$ cat src/sv/kps2_pkg.sv
// package: shared types, constants and the scan code lookup for the set 2 translator
package kps2_pkg;

  // usage code of the escape key
  localparam logic [7:0] USAGE_ESC  = 8'd41;
  // fixed prefix bytes
  localparam logic [7:0] BYTE_EXT   = 8'hE0;
  localparam logic [7:0] BYTE_BREAK = 8'hF0;
  localparam logic [7:0] BYTE_PAUSE = 8'hE1;
  // index of the final byte of the pause run
  localparam logic [2:0] PAUSE_LAST = 3'd7;

  typedef enum logic {
    CMD_KEY,
    CMD_PAUSE
  } cmd_kind_e;

  // one queued command for the byte sequencer
  typedef struct packed {
    cmd_kind_e  kind;
    logic       ext;
    logic       brk;
    logic [7:0] code;
  } cmd_t;

  typedef struct packed {
    logic full;
    logic empty;
  } queue_status_t;

  typedef struct packed {
    logic       ext;
    logic [7:0] code;
  } code_entry_t;

  // usage code to set 2 code, zero code means unmapped
  function automatic code_entry_t lookup_code(input logic [7:0] usage);
    code_entry_t e;
    e = '{ext: 1'b0, code: 8'h00};
    case (usage)
      8'd4:   e.code = 8'h1c;
      8'd5:   e.code = 8'h32;
      8'd6:   e.code = 8'h21;
      8'd7:   e.code = 8'h23;
      8'd8:   e.code = 8'h24;
      8'd9:   e.code = 8'h2b;
      8'd10:  e.code = 8'h34;
      8'd11:  e.code = 8'h33;
      8'd12:  e.code = 8'h43;
      8'd13:  e.code = 8'h3b;
      8'd14:  e.code = 8'h42;
      8'd15:  e.code = 8'h4b;
      8'd16:  e.code = 8'h3a;
      8'd17:  e.code = 8'h31;
      8'd18:  e.code = 8'h44;
      8'd19:  e.code = 8'h4d;
      8'd20:  e.code = 8'h15;
      8'd21:  e.code = 8'h2d;
      8'd22:  e.code = 8'h1b;
      8'd23:  e.code = 8'h2c;
      8'd24:  e.code = 8'h3c;
      8'd25:  e.code = 8'h2a;
      8'd26:  e.code = 8'h1d;
      8'd27:  e.code = 8'h22;
      8'd28:  e.code = 8'h35;
      8'd29:  e.code = 8'h1a;
      8'd30:  e.code = 8'h16;
      8'd31:  e.code = 8'h1e;
      8'd32:  e.code = 8'h26;
      8'd33:  e.code = 8'h25;
      8'd34:  e.code = 8'h2e;
      8'd35:  e.code = 8'h36;
      8'd36:  e.code = 8'h3d;
      8'd37:  e.code = 8'h3e;
      8'd38:  e.code = 8'h46;
      8'd39:  e.code = 8'h45;
      8'd40:  e.code = 8'h5a;
      8'd41:  e.code = 8'h76;
      8'd42:  e.code = 8'h66;
      8'd43:  e.code = 8'h0d;
      8'd44:  e.code = 8'h29;
      8'd45:  e.code = 8'h4e;
      8'd46:  e.code = 8'h55;
      8'd47:  e.code = 8'h54;
      8'd48:  e.code = 8'h5b;
      8'd49:  e.code = 8'h5d;
      8'd51:  e.code = 8'h4c;
      8'd52:  e.code = 8'h52;
      8'd53:  e.code = 8'h0e;
      8'd54:  e.code = 8'h41;
      8'd55:  e.code = 8'h49;
      8'd56:  e.code = 8'h4a;
      8'd58:  e.code = 8'h05;
      8'd59:  e.code = 8'h06;
      8'd60:  e.code = 8'h04;
      8'd61:  e.code = 8'h0c;
      8'd62:  e.code = 8'h03;
      8'd63:  e.code = 8'h0b;
      8'd64:  e.code = 8'h83;
      8'd65:  e.code = 8'h0a;
      8'd66:  e.code = 8'h01;
      8'd67:  e.code = 8'h09;
      8'd68:  e.code = 8'h78;
      8'd69:  e.code = 8'h07;
      8'd74:  e = '{ext: 1'b1, code: 8'h6c};
      8'd79:  e = '{ext: 1'b1, code: 8'h74};
      8'd80:  e = '{ext: 1'b1, code: 8'h6b};
      8'd81:  e = '{ext: 1'b1, code: 8'h72};
      8'd82:  e = '{ext: 1'b1, code: 8'h75};
      8'd84:  e = '{ext: 1'b1, code: 8'h4a};
      8'd85:  e.code = 8'h7c;
      8'd86:  e.code = 8'h7b;
      8'd87:  e.code = 8'h79;
      8'd88:  e = '{ext: 1'b1, code: 8'h5a};
      8'd89:  e.code = 8'h69;
      8'd90:  e.code = 8'h72;
      8'd91:  e.code = 8'h7a;
      8'd92:  e.code = 8'h6b;
      8'd93:  e.code = 8'h73;
      8'd94:  e.code = 8'h74;
      8'd95:  e.code = 8'h6c;
      8'd96:  e.code = 8'h75;
      8'd97:  e.code = 8'h7d;
      8'd98:  e.code = 8'h70;
      8'd99:  e.code = 8'h71;
      8'd100: e.code = 8'h61;
      8'd224: e.code = 8'h14;
      8'd225: e.code = 8'h12;
      8'd226: e.code = 8'h11;
      8'd228: e = '{ext: 1'b1, code: 8'h14};
      8'd229: e.code = 8'h59;
      8'd230: e = '{ext: 1'b1, code: 8'h11};
      default: e = '{ext: 1'b0, code: 8'h00};
    endcase
    return e;
  endfunction

  // pause/break run, E1 14 77 E1 F0 14 F0 77
  function automatic logic [7:0] pause_byte(input logic [2:0] idx);
    logic [7:0] b;
    case (idx)
      3'd0:    b = BYTE_PAUSE;
      3'd1:    b = 8'h14;
      3'd2:    b = 8'h77;
      3'd3:    b = BYTE_PAUSE;
      3'd4:    b = BYTE_BREAK;
      3'd5:    b = 8'h14;
      3'd6:    b = BYTE_BREAK;
      default: b = 8'h77;
    endcase
    return b;
  endfunction

endpackage

$ cat src/sv/kps2_front.sv
// front end: accepts key events, looks up the code and pushes a command
module kps2_front (
  input  logic                     in_valid_i,
  output logic                     in_stall_o,
  input  logic                     pressed_i,
  input  logic [7:0]               key_usage_i,
  input  logic                     escape_sends_pause_i,
  input  kps2_pkg::queue_status_t  q_status_i,
  output logic                     push_o,
  output kps2_pkg::cmd_t           push_cmd_o
);

  kps2_pkg::code_entry_t entry;
  logic                  is_pause;
  logic                  emits;

  always_comb begin
    entry    = kps2_pkg::lookup_code(key_usage_i);
    is_pause = escape_sends_pause_i && (key_usage_i == kps2_pkg::USAGE_ESC);
    // pause release and unmapped keys give no bytes
    emits    = is_pause ? pressed_i : (entry.code != 8'h00);
    push_cmd_o.kind = is_pause ? kps2_pkg::CMD_PAUSE : kps2_pkg::CMD_KEY;
    push_cmd_o.ext  = entry.ext;
    push_cmd_o.brk  = ~pressed_i;
    push_cmd_o.code = entry.code;
  end

  assign in_stall_o = q_status_i.full;
  assign push_o     = in_valid_i && !q_status_i.full && emits;

endmodule

$ cat src/sv/kps2_queue.sv
// command queue between front end and byte sequencer
module kps2_queue #(
  parameter int unsigned DEPTH = 4
) (
  input  logic                     clk_i,
  input  logic                     rst_ni,
  input  logic                     push_i,
  input  kps2_pkg::cmd_t           push_cmd_i,
  input  logic                     pop_i,
  output kps2_pkg::cmd_t           head_cmd_o,
  output kps2_pkg::queue_status_t  status_o
);

  localparam int unsigned PW = (DEPTH > 1) ? $clog2(DEPTH) : 1;
  localparam int unsigned CW = $clog2(DEPTH + 1);
  localparam logic [PW-1:0] PTR_LAST = PW'(DEPTH - 1);
  localparam logic [CW-1:0] CNT_FULL = CW'(DEPTH);

  kps2_pkg::cmd_t entries_q [DEPTH];
  logic [PW-1:0]  wr_ptr_q, wr_ptr_d;
  logic [PW-1:0]  rd_ptr_q, rd_ptr_d;
  logic [CW-1:0]  count_q, count_d;
  logic           do_push, do_pop;

  assign do_push = push_i && (count_q != CNT_FULL);
  assign do_pop  = pop_i && (count_q != '0);

  always_comb begin
    wr_ptr_d = wr_ptr_q;
    rd_ptr_d = rd_ptr_q;
    count_d  = count_q;
    if (do_push) begin
      wr_ptr_d = (wr_ptr_q == PTR_LAST) ? '0 : wr_ptr_q + 1'b1;
    end
    if (do_pop) begin
      rd_ptr_d = (rd_ptr_q == PTR_LAST) ? '0 : rd_ptr_q + 1'b1;
    end
    if (do_push && !do_pop) begin
      count_d = count_q + 1'b1;
    end else if (do_pop && !do_push) begin
      count_d = count_q - 1'b1;
    end
  end

  always_ff @(posedge clk_i or negedge rst_ni) begin
    if (!rst_ni) begin
      wr_ptr_q <= '0;
      rd_ptr_q <= '0;
      count_q  <= '0;
    end else begin
      wr_ptr_q <= wr_ptr_d;
      rd_ptr_q <= rd_ptr_d;
      count_q  <= count_d;
    end
  end

  always_ff @(posedge clk_i) begin
    if (do_push) begin
      entries_q[wr_ptr_q] <= push_cmd_i;
    end
  end

  assign head_cmd_o     = entries_q[rd_ptr_q];
  assign status_o.full  = (count_q == CNT_FULL);
  assign status_o.empty = (count_q == '0);

endmodule

$ cat src/sv/kps2_back.sv
// byte sequencer: walks each command and drives the output register
module kps2_back (
  input  logic                     clk_i,
  input  logic                     rst_ni,
  input  kps2_pkg::queue_status_t  q_status_i,
  input  kps2_pkg::cmd_t           head_cmd_i,
  output logic                     pop_o,
  output logic                     out_valid_o,
  input  logic                     out_stall_i,
  output logic [7:0]               scan_byte_o,
  output logic                     last_byte_o
);

  logic           busy_q, busy_d;
  kps2_pkg::cmd_t cmd_q, cmd_d;
  logic [2:0]     idx_q, idx_d;
  logic           ovalid_q, ovalid_d;
  logic [7:0]     obyte_q, obyte_d;
  logic           olast_q, olast_d;

  kps2_pkg::cmd_t cur;
  logic [2:0]     cur_idx;
  logic [1:0]     key_last;
  logic [7:0]     cur_byte;
  logic           cur_last;
  logic           have, advance;

  always_comb begin
    cur      = busy_q ? cmd_q : head_cmd_i;
    cur_idx  = busy_q ? idx_q : 3'd0;
    key_last = {1'b0, cur.ext} + {1'b0, cur.brk};
    if (cur.kind == kps2_pkg::CMD_PAUSE) begin
      cur_byte = kps2_pkg::pause_byte(cur_idx);
      cur_last = (cur_idx == kps2_pkg::PAUSE_LAST);
    end else begin
      // prefix, break, then code
      if (cur.ext && cur_idx == 3'd0) begin
        cur_byte = kps2_pkg::BYTE_EXT;
      end else if (cur.brk && cur_idx == {2'b00, cur.ext}) begin
        cur_byte = kps2_pkg::BYTE_BREAK;
      end else begin
        cur_byte = cur.code;
      end
      cur_last = (cur_idx == {1'b0, key_last});
    end
  end

  assign have    = busy_q || !q_status_i.empty;
  assign advance = have && (!ovalid_q || !out_stall_i);
  assign pop_o   = advance && !busy_q;

  always_comb begin
    busy_d   = busy_q;
    cmd_d    = cmd_q;
    idx_d    = idx_q;
    ovalid_d = ovalid_q && out_stall_i;
    obyte_d  = obyte_q;
    olast_d  = olast_q;
    if (advance) begin
      ovalid_d = 1'b1;
      obyte_d  = cur_byte;
      olast_d  = cur_last;
      cmd_d    = cur;
      idx_d    = cur_idx + 3'd1;
      busy_d   = !cur_last;
    end
  end

  always_ff @(posedge clk_i or negedge rst_ni) begin
    if (!rst_ni) begin
      busy_q   <= 1'b0;
      idx_q    <= 3'd0;
      ovalid_q <= 1'b0;
    end else begin
      busy_q   <= busy_d;
      idx_q    <= idx_d;
      ovalid_q <= ovalid_d;
    end
  end

  always_ff @(posedge clk_i) begin
    cmd_q   <= cmd_d;
    obyte_q <= obyte_d;
    olast_q <= olast_d;
  end

  assign out_valid_o = ovalid_q;
  assign scan_byte_o = obyte_q;
  assign last_byte_o = olast_q;

endmodule

$ cat src/sv/key_event_to_ps2_set2_bytes.sv
// top level: key event to ps/2 set 2 byte run translator
//
// input channel: one item is a key event (pressed_i, key_usage_i), taken at a
//   clock edge where in_valid_i is high and in_stall_o is low
// output channel: one item is one byte (scan_byte_o, last_byte_o), taken at an
//   edge where out_valid_o is high and out_stall_i is low; last_byte_o marks
//   the final byte of the run for one key event
// config: cfg_we_i writes cfg_wdata_i into escape_sends_pause (reset 1); write
//   only while the block is idle
// the front end classifies each event and drops unmapped keys and pause
//   releases; commands sit in a QUEUE_DEPTH entry queue for the sequencer
// a taken event is queued first; its first byte then goes to the output register
// throughput: while out_stall_i is low, the sequencer emits one byte per cycle with
//   no gap between runs; an event gives 1 to 3 bytes (e0 prefix, f0 break, code)
//   or 8 bytes for the pause run; the single output byte register sets that rate
// input is taken while the queue has room, even when output is stalled
// out_stall_i holds the output register; the queue then fills and in_stall_o
//   rises once it is full
// reset clears the queue, sequencer and output valid, and sets
//   escape_sends_pause to 1
module key_event_to_ps2_set2_bytes #(
  parameter int unsigned QUEUE_DEPTH = 4
) (
  input  logic       clk_i,
  input  logic       rst_ni,
  input  logic       cfg_we_i,
  input  logic       cfg_wdata_i,
  input  logic       in_valid_i,
  output logic       in_stall_o,
  input  logic       pressed_i,
  input  logic [7:0] key_usage_i,
  output logic       out_valid_o,
  input  logic       out_stall_i,
  output logic [7:0] scan_byte_o,
  output logic       last_byte_o
);

  // config register
  logic esc_pause_q, esc_pause_d;

  // front to queue
  logic           push;
  kps2_pkg::cmd_t push_cmd;

  // queue to back
  logic                    pop;
  kps2_pkg::cmd_t          head_cmd;
  kps2_pkg::queue_status_t q_status;

  assign esc_pause_d = cfg_we_i ? cfg_wdata_i : esc_pause_q;

  always_ff @(posedge clk_i or negedge rst_ni) begin
    if (!rst_ni) begin
      esc_pause_q <= 1'b1;
    end else begin
      esc_pause_q <= esc_pause_d;
    end
  end

  kps2_front u_front (
    .in_valid_i           (in_valid_i),
    .in_stall_o           (in_stall_o),
    .pressed_i            (pressed_i),
    .key_usage_i          (key_usage_i),
    .escape_sends_pause_i (esc_pause_q),
    .q_status_i           (q_status),
    .push_o               (push),
    .push_cmd_o           (push_cmd)
  );

  kps2_queue #(
    .DEPTH (QUEUE_DEPTH)
  ) u_queue (
    .clk_i      (clk_i),
    .rst_ni     (rst_ni),
    .push_i     (push),
    .push_cmd_i (push_cmd),
    .pop_i      (pop),
    .head_cmd_o (head_cmd),
    .status_o   (q_status)
  );

  kps2_back u_back (
    .clk_i       (clk_i),
    .rst_ni      (rst_ni),
    .q_status_i  (q_status),
    .head_cmd_i  (head_cmd),
    .pop_o       (pop),
    .out_valid_o (out_valid_o),
    .out_stall_i (out_stall_i),
    .scan_byte_o (scan_byte_o),
    .last_byte_o (last_byte_o)
  );

  // queue can never be both full and empty
  a_queue_status: assert property (@(posedge clk_i) disable iff (!rst_ni)
    !(q_status.full && q_status.empty))
    else $error("queue status inconsistent");

  // a taken pause press always leaves a command behind
  a_pause_queued: assert property (@(posedge clk_i) disable iff (!rst_ni)
    (in_valid_i && !in_stall_o && pressed_i && esc_pause_q &&
     key_usage_i == kps2_pkg::USAGE_ESC) |=> !q_status.empty)
    else $error("pause press not queued");

  // the last byte of a run is never a prefix byte
  a_last_not_prefix: assert property (@(posedge clk_i) disable iff (!rst_ni)
    (out_valid_o && last_byte_o) |->
      (scan_byte_o != kps2_pkg::BYTE_EXT && scan_byte_o != kps2_pkg::BYTE_BREAK &&
       scan_byte_o != kps2_pkg::BYTE_PAUSE))
    else $error("run ends on a prefix byte");

  // pop only when the queue holds a command
  a_pop_nonempty: assert property (@(posedge clk_i) disable iff (!rst_ni)
    pop |-> !q_status.empty)
    else $error("pop from empty queue");

endmodule

$ cat config.mk
export PLATFORM = sky130hd
export DESIGN_NAME = key_event_to_ps2_set2_bytes
export DESIGN_NICKNAME = d
export VERILOG_FILES = /design/src/sv/kps2_pkg.sv /design/src/sv/kps2_front.sv /design/src/sv/kps2_queue.sv /design/src/sv/kps2_back.sv /design/src/sv/key_event_to_ps2_set2_bytes.sv
export SDC_FILE = /design/constraint.sdc
export NUM_CORES = 1
export LEC_CHECK = 0
export ABC_AREA = 1
export BUFFER_PORTS_ARGS = -buffer_cell sky130_fd_sc_hd__buf_2
export CAP_MARGIN = 5
export CORE_MARGIN = 3
export CORE_UTILIZATION = 56
export CTS_CLUSTER_SIZE = 24
export DETAILED_ROUTE_END_ITERATION = 10
export HOLD_SLACK_MARGIN = 0.08
export PLACE_DENSITY_LB_ADDON = 0.05
export SLEW_MARGIN = 10
export SYNTH_ARGS = -nofsm -noshare
export SYNTH_HDL_FRONTEND = slang
export SYNTH_HIERARCHICAL = 1
export SYNTH_SLANG_ARGS = --single-unit
export TNS_END_PERCENT = 1
$ cat constraint.sdc
create_clock -name clk_i -period 2.25 [get_ports clk_i]
set_input_delay 0.1125 -clock clk_i [delete_from_list [all_inputs] [get_ports clk_i]]
set_output_delay 0.1125 -clock clk_i [all_outputs]
set_load 0.005 [all_outputs]
==> results.sh <==
export IMPL_synth_compound_area_share_pct=8.139
export IMPL_cts_max_level=3
export IMPL_crit_chain="buf_4 -> inv_4 -> nand2_4 -> nor2_4 -> buf_6 -> buf_4 -> nand2_2 -> nand3_2 -> nor2_1 -> nand2_1 -> nor2_1 -> nand2_1 -> nor2_4 -> nor2_4 -> nand2_2 -> inv_2 -> ha_4 -> inv_2 -> fa_2 -> inv_2 -> nand2_2 -> nand4_1 -> nand2_1"
export IMPL_start_util_pct=58.48
export IMPL_clockRootBuffer="clkbuf_8"
export IMPL_die_x_microns=101.9
export IMPL_port_buffers=25
export IMPL_synth_area_top_cells="edfxtp_1 (37%), nand2_1 (16%), nor2_1 (6.4%)"
export IMPL_cts_sinks=77
export IMPL_routed_wl_mm=18.87
export IMPL_synth_xor_area_share_pct=0.1701
export IMPL_drtIter0Drc=717
export IMPL_min_path_type="in2reg"
export IMPL_io_pins=26
export IMPL_busiest_layer="met2"
export IMPL_maxCapViolCount=0
export IMPL_core_area_sq_um=8806
export IMPL_cp_arrival_ps=2510
export IMPL_synthTopCellsByCount="nand2_1 (225), nor2_1 (88), inv_1 (83), edfxtp_1 (64), nand3_1 (48)"
export IMPL_max_stage_delay_ps=380
export IMPL_synth_adder_area_share_pct=3.547
export IMPL_drt_pass1_iterations=6
export IMPL_use_met3_pct=12.42
export IMPL_grt_pass1_wl_mm=26.91
export IMPL_yosysMostFrequentCell="nand2_1"
export IMPL_power_density_nw_per_um2=874.6
export IMPL_drc=0
export IMPL_grt_use_met1_pct=46.61
export IMPL_dp_hpwl_mm=13.30
export IMPL_layout_nets=903
export IMPL_period_share_pct=101.0
export IMPL_grt_pass1_vias=5361
export IMPL_fin_setup_tns_ps=-44.01
export IMPL_die_area_sq_um=10380
export IMPL_fin_crit_ps=2273
export IMPL_dp_slack_ps=-628.3
export IMPL_synthToLayoutAreaGrowth_pct=41.93
export IMPL_antenna_found_initial=0
export IMPL_ys_types=37
export IMPL_synth_seq_cells=77
export IMPL_crit_required_ps=2490
export IMPL_worst_path_max_fanout=5
export IMPL_slew_viol_final=0
export IMPL_vias=5825
export IMPL_yosys_warnings=6
export IMPL_grt_max_degree=23
export IMPL_fin_skew_ps=10.74
export IMPL_ys_seq_area_share_pct=43.66
export IMPL_synth_area_sq_um=5150
export IMPL_total_power_w=0.006393
export IMPL_worstSetupEndpointType="flop"
export IMPL_fin_ws_ps=-22.97
export IMPL_yosys_area_share_simple_pct=34.69
export IMPL_syn_inst=687
export IMPL_ir_drop_uv=1202
export IMPL_synth_top_family_by_area="simple AND/OR/NAND/NOR gates"
export IMPL_status="finished with violations"
export IMPL_muxShareOfSynthArea_pct=0
export IMPL_track_usage_pct=34.71
export IMPL_drive_gt1_share_pct=38.50
export IMPL_crit_type="in2reg"
export IMPL_worstSetupStartpointType="input pin"
export IMPL_finalNonFillerCells=986
export IMPL_gp_congestion=1.141
export IMPL_cp_slowest_cell="fa_2"
export IMPL_routedWlPerCell_microns=19.14
export IMPL_cts_tree="done"
export IMPL_clk_pin_slew_worst_paths_ps=80
export IMPL_cts_path_max_buffers=2
export IMPL_async_flop_share_pct=16.88
export IMPL_tightestPinTransition_ps=618.1
export IMPL_synth_fp_nets=716
export IMPL_avgSynthCellArea_sq_um=7.496
export IMPL_grt_use_met2_pct=52.57
export IMPL_finalHoldViolations=0
export IMPL_dp_cells=944
export IMPL_placementRows=34
export IMPL_utilization_pct=83.01
export IMPL_yosys_most_used_dff="edfxtp_1"
export IMPL_overflow=0
export IMPL_antenna_cells=0
export IMPL_slew_headroom_pct=58.75
export IMPL_vias_per_cell=5.908
export IMPL_synth_edf_count=64
export IMPL_fmax_mhz=440.0
export IMPL_synth_area_leader_cell="edfxtp_1"
export IMPL_antenna_left=0
export IMPL_die_h_microns=101.9
export IMPL_rsz0062_at_grt="yes"
export IMPL_violations="negative setup slack"
export IMPL_synth_top_area_share_pct=37.32
export IMPL_clock_latency_ps=350
export IMPL_p_leak_nw=3.674
export IMPL_cts_buffers=9
export IMPL_setup_viol=2
[layout by cell type, fill, tap and decap left out, drive strengths merged]
cell,synthesis,final
a32oi,1,1
edfxtp,64,64
clkdlybuf4s15,0,1
or2,6,6
nor4,2,2
fa,1,1
clkinv,0,2
xnor2,1,1
dlygate4sd3,0,5
a21oi,11,11
buf,20,187
o2111ai,3,3
ha,13,13
nor3,12,12
bufinv,0,2
nand3,50,50
o21ai,23,23
nand2,233,233
nor2,95,96
dfrtp,12,12
clkinvlp,0,1
nand3b,4,4
inv,92,93
clkbuf,0,11
and3,1,1
dfstp,1,1
o31ai,1,1
nor3b,2,2
nand4,13,13
o211ai,25,25
a211oi,1,1
[path summary, 6_finish.rpt]
| check | from | endpoint | slack, ps | depth (start not counted) |
|---|---|---|---|---|
| hold / removal | pressed_i | u_queue/entries_q[0][8] | 140 | 2 |
| setup / recovery | key_usage_i[6] | u_queue/count_q[2] | -20 | 23 |
| min in group asynchronous | rst_ni | u_back/idx_q[2] | 180 | 2 |
| max in group asynchronous | rst_ni | esc_pause_q | 1780 | 2 |
| hold reg to reg | u_back/idx_q[1] | u_back/idx_q[1] | 540 | 2 |
| setup reg to reg | u_queue/count_q[2] | u_queue/count_q[2] | 80 | 16 |
[through the flow]
stage / area [sq um] / hold slack (ps)
finish: 7310 / 140.4
global route: 7310 / 131.4
CTS: 6743 / 113.3
detailed placement: 6445 / 13.08
global placement: 6445 / 5.541
floorplan: 5248 / -183.1
[registers in the layout, summed over array words and instances (netlist names)]
name,cells
u_back/scan_byte_o,8
u_back/idx_q,3
u_queue/entries_q,44
u_queue/wr_ptr_q,2
u_queue/rd_ptr_q,2
u_back/last_byte_o,1
u_back/cmd_q,11
u_queue/count_q,3
u_back/out_valid_o,1
esc_pause_q,1
u_back/busy_q,1
[kinds of logic after synthesis]
kind of cell / count (synthesis)
xor gates and xnor gates: 1
DFF: 77
AOI/OAI and AO/OA: 65
adders and majority gates: 14
and+or+nand+nor: 418
buffers and inverters: 112
[critical path: cells and delay by family]
kind                     cells  cell delay, ps
adder cells (fa/ha/maj)      2             510
AND/OR/NAND/NOR             14            1160
buffers and inverters        7             700
[where the power goes]
group / internal (W) / switching (W)
clock: 0.000621 / 0.000498
sequential: 0.00204 / 0.000216
combinational: 0.00107 / 0.00195
total: 0.00373 / 0.00266
[cell type report]
| class | count | area (sq um) |
|---|---|---|
| multi-input combinational | 499 | 2865 |
| timing repair buffer | 195 | 1476 |
| sequential | 77 | 2253 |
| clock inverter | 6 | 86.33 |
| fill | 514 | 1496 |
| tap | 108 | 135.1 |
| inverter | 92 | 369.1 |
| clock buffer | 9 | 123.9 |
[what timing repair did]
item	4_1_cts	5_1_grt
setup buffers	0	18
setup endpoints to repair	46	25
gates resized for setup	12	127
hold endpoints to repair	15	0
hold buffers	5	0
pin swaps	1	30
gates cloned	0	4
[layer usage]
metal / part of all wire, % / wire [microns]
met2: 44 / 8257
met5: 0 / 0
met1: 37 / 7034
met4: 4.9 / 926
met3: 14 / 2652
(Power assumes the default switching activity.)
